[src/rtl/core/spq_pkg.sv]
`timescale 1ns / 1ps
// ----------------------------------------------------------------------------
// spq_pkg
// Types, sizes and codes shared by the sorted priority queue modules.
// ----------------------------------------------------------------------------
package spq_pkg;

    localparam int CAPACITY = 16;
    localparam int CNT_W    = $clog2(CAPACITY + 1);
    localparam int OCC_W    = 5;

    localparam logic FUNC_INSERT = 1'b0;
    localparam logic FUNC_POP    = 1'b1;

    typedef enum logic [1:0] {
        ST_OK        = 2'd0,
        ST_UNDERFLOW = 2'd1,
        ST_OVERFLOW  = 2'd2
    } t_status;

    typedef struct packed {
        logic signed [31:0] value;
        logic        [15:0] prio;
    } t_entry;

    typedef struct packed {
        logic insert;
        logic pop;
    } t_cell_ctl;

endpackage

[src/rtl/core/spq_if.sv]
`timescale 1ns / 1ps
// ----------------------------------------------------------------------------
// spq_in_if / spq_out_if
// Valid/ready channels for the command words and the result words.
// ----------------------------------------------------------------------------
interface spq_in_if;
    logic               valid;
    logic               ready;
    logic               func;
    logic signed [31:0] item_value;
    logic        [15:0] item_priority;

    modport source (output valid, output func, output item_value,
                    output item_priority, input ready);
    modport sink   (input valid, input func, input item_value,
                    input item_priority, output ready);
endinterface

interface spq_out_if;
    logic               valid;
    logic               ready;
    logic signed [31:0] popped_value;
    logic        [1:0]  status;
    logic        [4:0]  occupancy;

    modport source (output valid, output popped_value, output status,
                    output occupancy, input ready);
    modport sink   (input valid, input popped_value, input status,
                    input occupancy, output ready);
endinterface

[src/rtl/core/sorted_priority_queue_top.sv]
`timescale 1ns / 1ps
// ----------------------------------------------------------------------------
// sorted_priority_queue_top
// Fixed-capacity priority queue held as a sorted chain of cells.
// ----------------------------------------------------------------------------
// Usage:
//   i_in carries command words: func selects insert or pop; item_value and
//   item_priority give the entry to insert (lower priority served first,
//   equal priorities leave first in, first out).
//   o_out carries one result word per command: popped value, status
//   (ok, underflow on empty pop, overflow on full insert) and occupancy.
//   The result word is registered and appears in the cycle after
//   acceptance. One command is taken every cycle while results are taken:
//   every cell compares its priority with the new entry in parallel and
//   the whole chain shifts by one slot at once. The result register parts
//   the two sides; while it holds a word that is not taken, i_in.ready
//   drops and the chain holds. Reset clears the entry count and the result
//   valid flag, not the payload; cell contents are not cleared, as slots at or beyond the count are never read.
// ----------------------------------------------------------------------------
module sorted_priority_queue_top
    import spq_pkg::*;
(
    input  logic       i_clk,
    input  logic       i_rst_n,
    spq_in_if.sink     i_in,
    spq_out_if.source  o_out
);

    logic [CNT_W-1:0]       r_count;
    logic [CNT_W-1:0]       n_count;
    logic                   r_out_valid;
    logic signed [31:0]     r_popped;
    logic signed [31:0]     n_popped;
    t_status                r_status;
    t_status                n_status;
    logic [OCC_W-1:0]       r_occ;
    logic [CNT_W+OCC_W-1:0] w_count_ext;

    logic      w_accept;
    logic      w_full;
    logic      w_empty;
    t_cell_ctl w_ctl;
    t_entry    w_new;

    logic   w_before [CAPACITY];
    t_entry w_entry  [CAPACITY];

    assign i_in.ready = !r_out_valid || o_out.ready;
    assign w_accept   = i_in.valid && i_in.ready;
    assign w_full     = (r_count == CNT_W'(CAPACITY));
    assign w_empty    = (r_count == '0);

    assign w_new.value = i_in.item_value;
    assign w_new.prio  = i_in.item_priority;

    always_comb begin
        w_ctl.insert = w_accept && (i_in.func == FUNC_INSERT) && !w_full;
        w_ctl.pop    = w_accept && (i_in.func == FUNC_POP) && !w_empty;
        n_count      = r_count;
        n_popped     = '0;
        n_status     = ST_OK;
        if (i_in.func == FUNC_INSERT) begin
            if (w_full) begin
                n_status = ST_OVERFLOW;
            end else begin
                n_count = r_count + 1'b1;
            end
        end else begin
            if (w_empty) begin
                n_status = ST_UNDERFLOW;
            end else begin
                n_popped = w_entry[0].value;
                n_count  = r_count - 1'b1;
            end
        end
    end

    assign w_count_ext = {{OCC_W{1'b0}}, n_count};

    genvar g;
    generate
        for (g = 0; g < CAPACITY; g++) begin : g_cell
            logic   w_prev_before;
            t_entry w_left;
            t_entry w_right;

            if (g == 0) begin : g_head
                assign w_prev_before = 1'b0;
                assign w_left        = w_new;
            end else begin : g_body
                assign w_prev_before = w_before[g-1];
                assign w_left        = w_entry[g-1];
            end

            if (g == CAPACITY - 1) begin : g_tail
                assign w_right = w_entry[g];
            end else begin : g_mid
                assign w_right = w_entry[g+1];
            end

            spq_cell u_cell (
                .i_clk         (i_clk),
                .i_ctl         (w_ctl),
                .i_occupied    (r_count > CNT_W'(g)),
                .i_prev_before (w_prev_before),
                .i_new         (w_new),
                .i_left        (w_left),
                .i_right       (w_right),
                .o_before      (w_before[g]),
                .o_entry       (w_entry[g])
            );
        end
    endgenerate

    always_ff @(posedge i_clk) begin
        if (!i_rst_n) begin
            r_count     <= '0;
            r_out_valid <= 1'b0;
        end else begin
            if (w_accept) begin
                r_count     <= n_count;
                r_out_valid <= 1'b1;
            end else if (o_out.ready) begin
                r_out_valid <= 1'b0;
            end
        end
    end

    // result payload: load on accept, hold otherwise
    always_ff @(posedge i_clk) begin
        if (w_accept) begin
            r_popped <= n_popped;
            r_status <= n_status;
            r_occ    <= w_count_ext[OCC_W-1:0];
        end
    end

    assign o_out.valid        = r_out_valid;
    assign o_out.popped_value = r_popped;
    assign o_out.status       = r_status;
    assign o_out.occupancy    = r_occ;

endmodule

[src/rtl/core/spq_cell.sv]
`timescale 1ns / 1ps
// ----------------------------------------------------------------------------
// spq_cell
// One slot of the sorted chain: holds an entry, compares it with the new
// entry and takes its left or right neighbor's entry on a shift.
// ----------------------------------------------------------------------------
module spq_cell
    import spq_pkg::*;
(
    input  logic      i_clk,
    input  t_cell_ctl i_ctl,
    input  logic      i_occupied,
    input  logic      i_prev_before,
    input  t_entry    i_new,
    input  t_entry    i_left,
    input  t_entry    i_right,
    output logic      o_before,
    output t_entry    o_entry
);

    t_entry r_entry;
    t_entry n_entry;

    // new entry belongs at or before this slot
    assign o_before = !i_occupied || (r_entry.prio > i_new.prio);
    assign o_entry  = r_entry;

    always_comb begin
        n_entry = r_entry;
        if (i_ctl.insert) begin
            if (i_prev_before) begin
                n_entry = i_left;
            end else if (o_before) begin
                n_entry = i_new;
            end
        end else if (i_ctl.pop) begin
            n_entry = i_right;
        end
    end

    always_ff @(posedge i_clk) begin
        r_entry <= n_entry;
    end

endmodule

[src/flat_wrapper.sv]
// flat-port wrapper written by rule: the top's interface ports become plain ports
module sorted_priority_queue_top_flat import spq_pkg::*;
  (i_clk, i_rst_n, i_in_valid, i_in_func, i_in_item_value, i_in_item_priority, i_in_ready, o_out_valid, o_out_popped_value, o_out_status, o_out_occupancy, o_out_ready);
  spq_in_if i_in_i ();
  spq_out_if o_out_i ();
  input  logic i_clk;
  input  logic i_rst_n;
  input wire logic [$bits(i_in_i.valid)-1:0] i_in_valid;
  input wire logic [$bits(i_in_i.func)-1:0] i_in_func;
  input wire logic [$bits(i_in_i.item_value)-1:0] i_in_item_value;
  input wire logic [$bits(i_in_i.item_priority)-1:0] i_in_item_priority;
  output wire logic [$bits(i_in_i.ready)-1:0] i_in_ready;
  output wire logic [$bits(o_out_i.valid)-1:0] o_out_valid;
  output wire logic [$bits(o_out_i.popped_value)-1:0] o_out_popped_value;
  output wire logic [$bits(o_out_i.status)-1:0] o_out_status;
  output wire logic [$bits(o_out_i.occupancy)-1:0] o_out_occupancy;
  input wire logic [$bits(o_out_i.ready)-1:0] o_out_ready;
  assign i_in_i.valid = i_in_valid;
  assign i_in_i.func = i_in_func;
  assign i_in_i.item_value = i_in_item_value;
  assign i_in_i.item_priority = i_in_item_priority;
  assign i_in_ready = i_in_i.ready;
  assign o_out_valid = o_out_i.valid;
  assign o_out_popped_value = o_out_i.popped_value;
  assign o_out_status = o_out_i.status;
  assign o_out_occupancy = o_out_i.occupancy;
  assign o_out_i.ready = o_out_ready;
  sorted_priority_queue_top u_core (.i_clk(i_clk), .i_rst_n(i_rst_n), .i_in(i_in_i), .o_out(o_out_i));
endmodule
[config.mk]
export PLATFORM = sky130hd
export DESIGN_NAME = sorted_priority_queue_top_flat
export DESIGN_NICKNAME = d
export VERILOG_FILES = /design/src/rtl/core/spq_pkg.sv /design/src/rtl/core/spq_if.sv /design/src/rtl/core/sorted_priority_queue_top.sv /design/src/rtl/core/spq_cell.sv /design/src/flat_wrapper.sv
export SDC_FILE = /design/constraint.sdc
export NUM_CORES = 2
export LEC_CHECK = 0
export BUFFER_PORTS_ARGS = -buffer_cell sky130_fd_sc_hd__buf_2
export CAP_MARGIN = 5
export CORE_UTILIZATION = 30
export DETAILED_ROUTE_END_ITERATION = 8
export HOLD_SLACK_MARGIN = 0.15
export PLACE_DENSITY = 0.53
export SLEW_MARGIN = 20
export SYNTH_ARGS = -nofsm -noshare
export SYNTH_HDL_FRONTEND = slang
export SYNTH_SLANG_ARGS = --single-unit
[constraint.sdc]
create_clock -name i_clk -period 24.1 [get_ports i_clk]
set_input_delay 4.82 -clock i_clk [delete_from_list [all_inputs] [get_ports i_clk]]
set_output_delay 4.82 -clock i_clk [all_outputs]
set_load 0.1 [all_outputs]
==> flow_summary.json <==
{
  "hpwlAfterDp_um": 92400,
  "synthXorXnorAreaFrac_pct": 0.0381,
  "nFillCells": 15400,
  "mostFrequentLayoutCells": "edfxtp_1 (807), nand2_1 (802), mux2i_1 (520), o21ai_1 (308), ha_1 (261)",
  "p_int_uw": 2760,
  "slew_headroom_pct": 23.1,
  "vias": 33500,
  "grt_max_degree": 230,
  "ys_ff_latch": 813,
  "swShare_pct": 30.6,
  "setup_viol": 0,
  "seqPwrFrac_pct": 46.7,
  "cp_data_required_time_ns": 19.28,
  "antenna_found_initial": 19,
  "yosysUniqueCellTypes": 81,
  "numPortBuffers": 93,
  "place_area_um2": 48200,
  "status": "completed",
  "cts_resized": 0,
  "htreeDepth": 3,
  "grt_pass1_wl_um": 222000,
  "worst_skew_pair.late_latency_ns": 0.71,
  "worstMarginPinSlew_ns": 1.15,
  "p_switching_uw": 1220,
  "fmax_mhz": 97.4,
  "drive_above_1_share_pct": 8.84,
  "worst_hold_slack_ns": 0.538,
  "cp_data_arrival_time_ns": 5.45,
  "ys.flop_type": "edfxtp_1",
  "synthToLayoutAreaGrowth_pct": 11.0,
  "drt-pass1-iter-count": 5,
  "first_iter_violations": 3264,
  "final_util_pct": 33.6,
  "cap_violations": 0,
  "worst_clock_skew_ns": 0.0269,
  "fin_tns_setup_ns": 0,
  "grt_util_all_layers_pct": 18.9,
  "final_nets": 4462,
  "clock-root-buffer": "clkbuf_16",
  "ctsHoldBuffers": 0,
  "core-area_um2": 152000,
  "period_needed_ns": 10.27,
  "start_util_pct": 30.3,
  "end_kind": "output pin",
  "seqCellArea_um2": 24400,
  "drcViolationCount": 0,
  "cts_buffers": 91,
  "cts_tree": "built",
  "ys_async_sr_fraction_pct": 0,
  "ant_nets": 0,
  "wl_per_cell_um": 24.0,
  "die_h_um": 394,
  "cts_setup_buffers": 0,
  "die_area_um2": 155000,
  "hold_class": "reg2reg",
  "p_per_area_nw_per_um2": 77.9,
  "io_pins": 94,
  "vdd_drop_max_mv": 0.0559,
  "p_clk_share_pct": 35.0,
  "drv_slew": 0,
  "routed_via_density": 5.36,
  "multi_input_comb_area_um2": 20100,
  "synth_area_um2": 46000,
  "yosysWarnings": 0,
  "wl_um": 150000,
  "syn_avg_cell_area_um2": 10.9,
  "clkSinkCount": 813,
  "synth_seq_area_share_pct": 52.9,
  "core.rowCount": 143,
  "leakage_uw": 0.0184,
  "startpoint_type": "input pin",
  "rsz0062_at_grt": "no",
  "mostFrequentLayoutCell": "edfxtp_1",
  "crit_type": "in2out",
  "synth_compound_gate_area_share_pct": 12.4,
  "synth_top_family_by_area": "multiplexers",
  "synthMuxAreaShare_pct": 12.5,
  "synth_edf_count": 807,
  "grt_overflow": 0,
  "yosys.area_share.simple_pct": 11.1,
  "synth.net_count": 4529,
  "die_w_um": 394,
  "hold_viol_final": 0,
  "design_area_um2": 51100,
  "grt_pass1_vias": 32500,
  "cts_buffer_depth": 3,
  "rrSetupSlack_ns": 19.41,
  "fin_crit_sh_pct": 42.6,
  "synth_cells": 4215,
  "clk_pin_slew_ns": 0.06,
  "gp_congestion": 0.889,
  "cp_max_fo": 3,
  "synthAdderAreaFrac_pct": 7.09,
  "p_comb_share_pct": 18.3
}
[flip-flops by register name, summed over array words and instances, names as in the netlist]
signal / count
u_core.o_out.valid: 1
u_core.o_out.status: 2
u_core.o_out.occupancy: 5
u_core.g_cell.u_cell.o_entry: 768
u_core.r_count: 5
u_core.o_out.popped_value: 32
[power groups by stage]
stage          Combinational (uW)  Sequential, uW  Clock, uW
5_1_grt                       796            1870       1470
3_3_place_gp                  712            1880          0
4_1_cts                       726            1850       1420
3_5_place_dp                  724            1880          0
2_1_floorplan                 466            1890          0
6_report                      728            1860       1390
[routing by layer]
metal	GRT usage [%]	wire length [um]	share of wire, %	vias up
li1	-	-	-	15500
met1	26.2	67600	45	16800
met2	30.1	69200	46	1034
met3	2.90	9460	6.3	209
met4	6.18	4080	2.7	14
met5	0	87	0.058	-
[cell type report]
type / count / share of cell area, %
clock buffer: 116 / 4.64
sequential: 813 / 47.7
inverter: 47 / 0.345
multi-input combinational: 3036 / 39.4
timing repair buffer: 159 / 1.99
clock inverter: 50 / 0.960
tap: 2030 / 4.97
antenna: 6 / 0.0294
[logic make-up (layout without fill, tap and decap cells)]
family,after synthesis,in the layout
xor gates and xnor gates,2,2
and+or+nand+nor,1209,1209
DFF,813,813
buffers and inverters,366,372
AOI/OAI and AO/OA,997,997
muxes,567,567
other,0,6
adders and majority gates,261,261
[Yosys cell counts, drive strengths merged (6+ instances only)]
cell | number | area [um2]
buf | 210 | 1280
mux2 | 47 | 529
and2 | 33 | 206
a211oi | 15 | 118
nand2 | 812 | 3050
edfxtp | 807 | 24200
dfxtp | 6 | 120
nand4 | 48 | 300
o311ai | 6 | 52.6
inv | 47 | 176
o211ai | 107 | 808
nor2b | 15 | 101
nand3 | 121 | 606
ha | 261 | 3270
o21ai | 539 | 2730
mux2i | 520 | 5200
a21oi | 246 | 1230
nor3 | 15 | 86.3
clkbuf | 109 | 409
a21o | 28 | 210
nor2 | 130 | 493
[path summary, 6_finish.rpt]
path / from / end / cells after the start
setup / recovery: o_out_ready / i_in_ready / 3
hold reg to reg: u_core.g_cell[5].u_cell.o_entry[26] / u_core.g_cell[4].u_cell.o_entry[26] / 2
hold / removal: u_core.g_cell[5].u_cell.o_entry[26] / u_core.g_cell[4].u_cell.o_entry[26] / 2
setup reg to reg: u_core.r_count[4] / u_core.g_cell[9].u_cell.o_entry[24] / 8
[through the flow]
| stage | std cells | worst slack [ns] | total power, uW |
|---|---|---|---|
| 2_1_floorplan | 4215 | 13.21 | 2350 |
| 3_3_place_gp | 6083 | 13.83 | 2590 |
| 3_5_place_dp | 6084 | 13.83 | 2610 |
| 4_1_cts | 6250 | 13.83 | 4000 |
| 5_1_grt | 6256 | 13.80 | 4130 |
| 6_report | 6257 | 13.83 | 3980 |
[critical path, stage by stage]
cell and delay [ns]:
buf_2 0.07, nand2b_1 0.12, buf_2 0.43
Power figures use the tool's default switching activity.
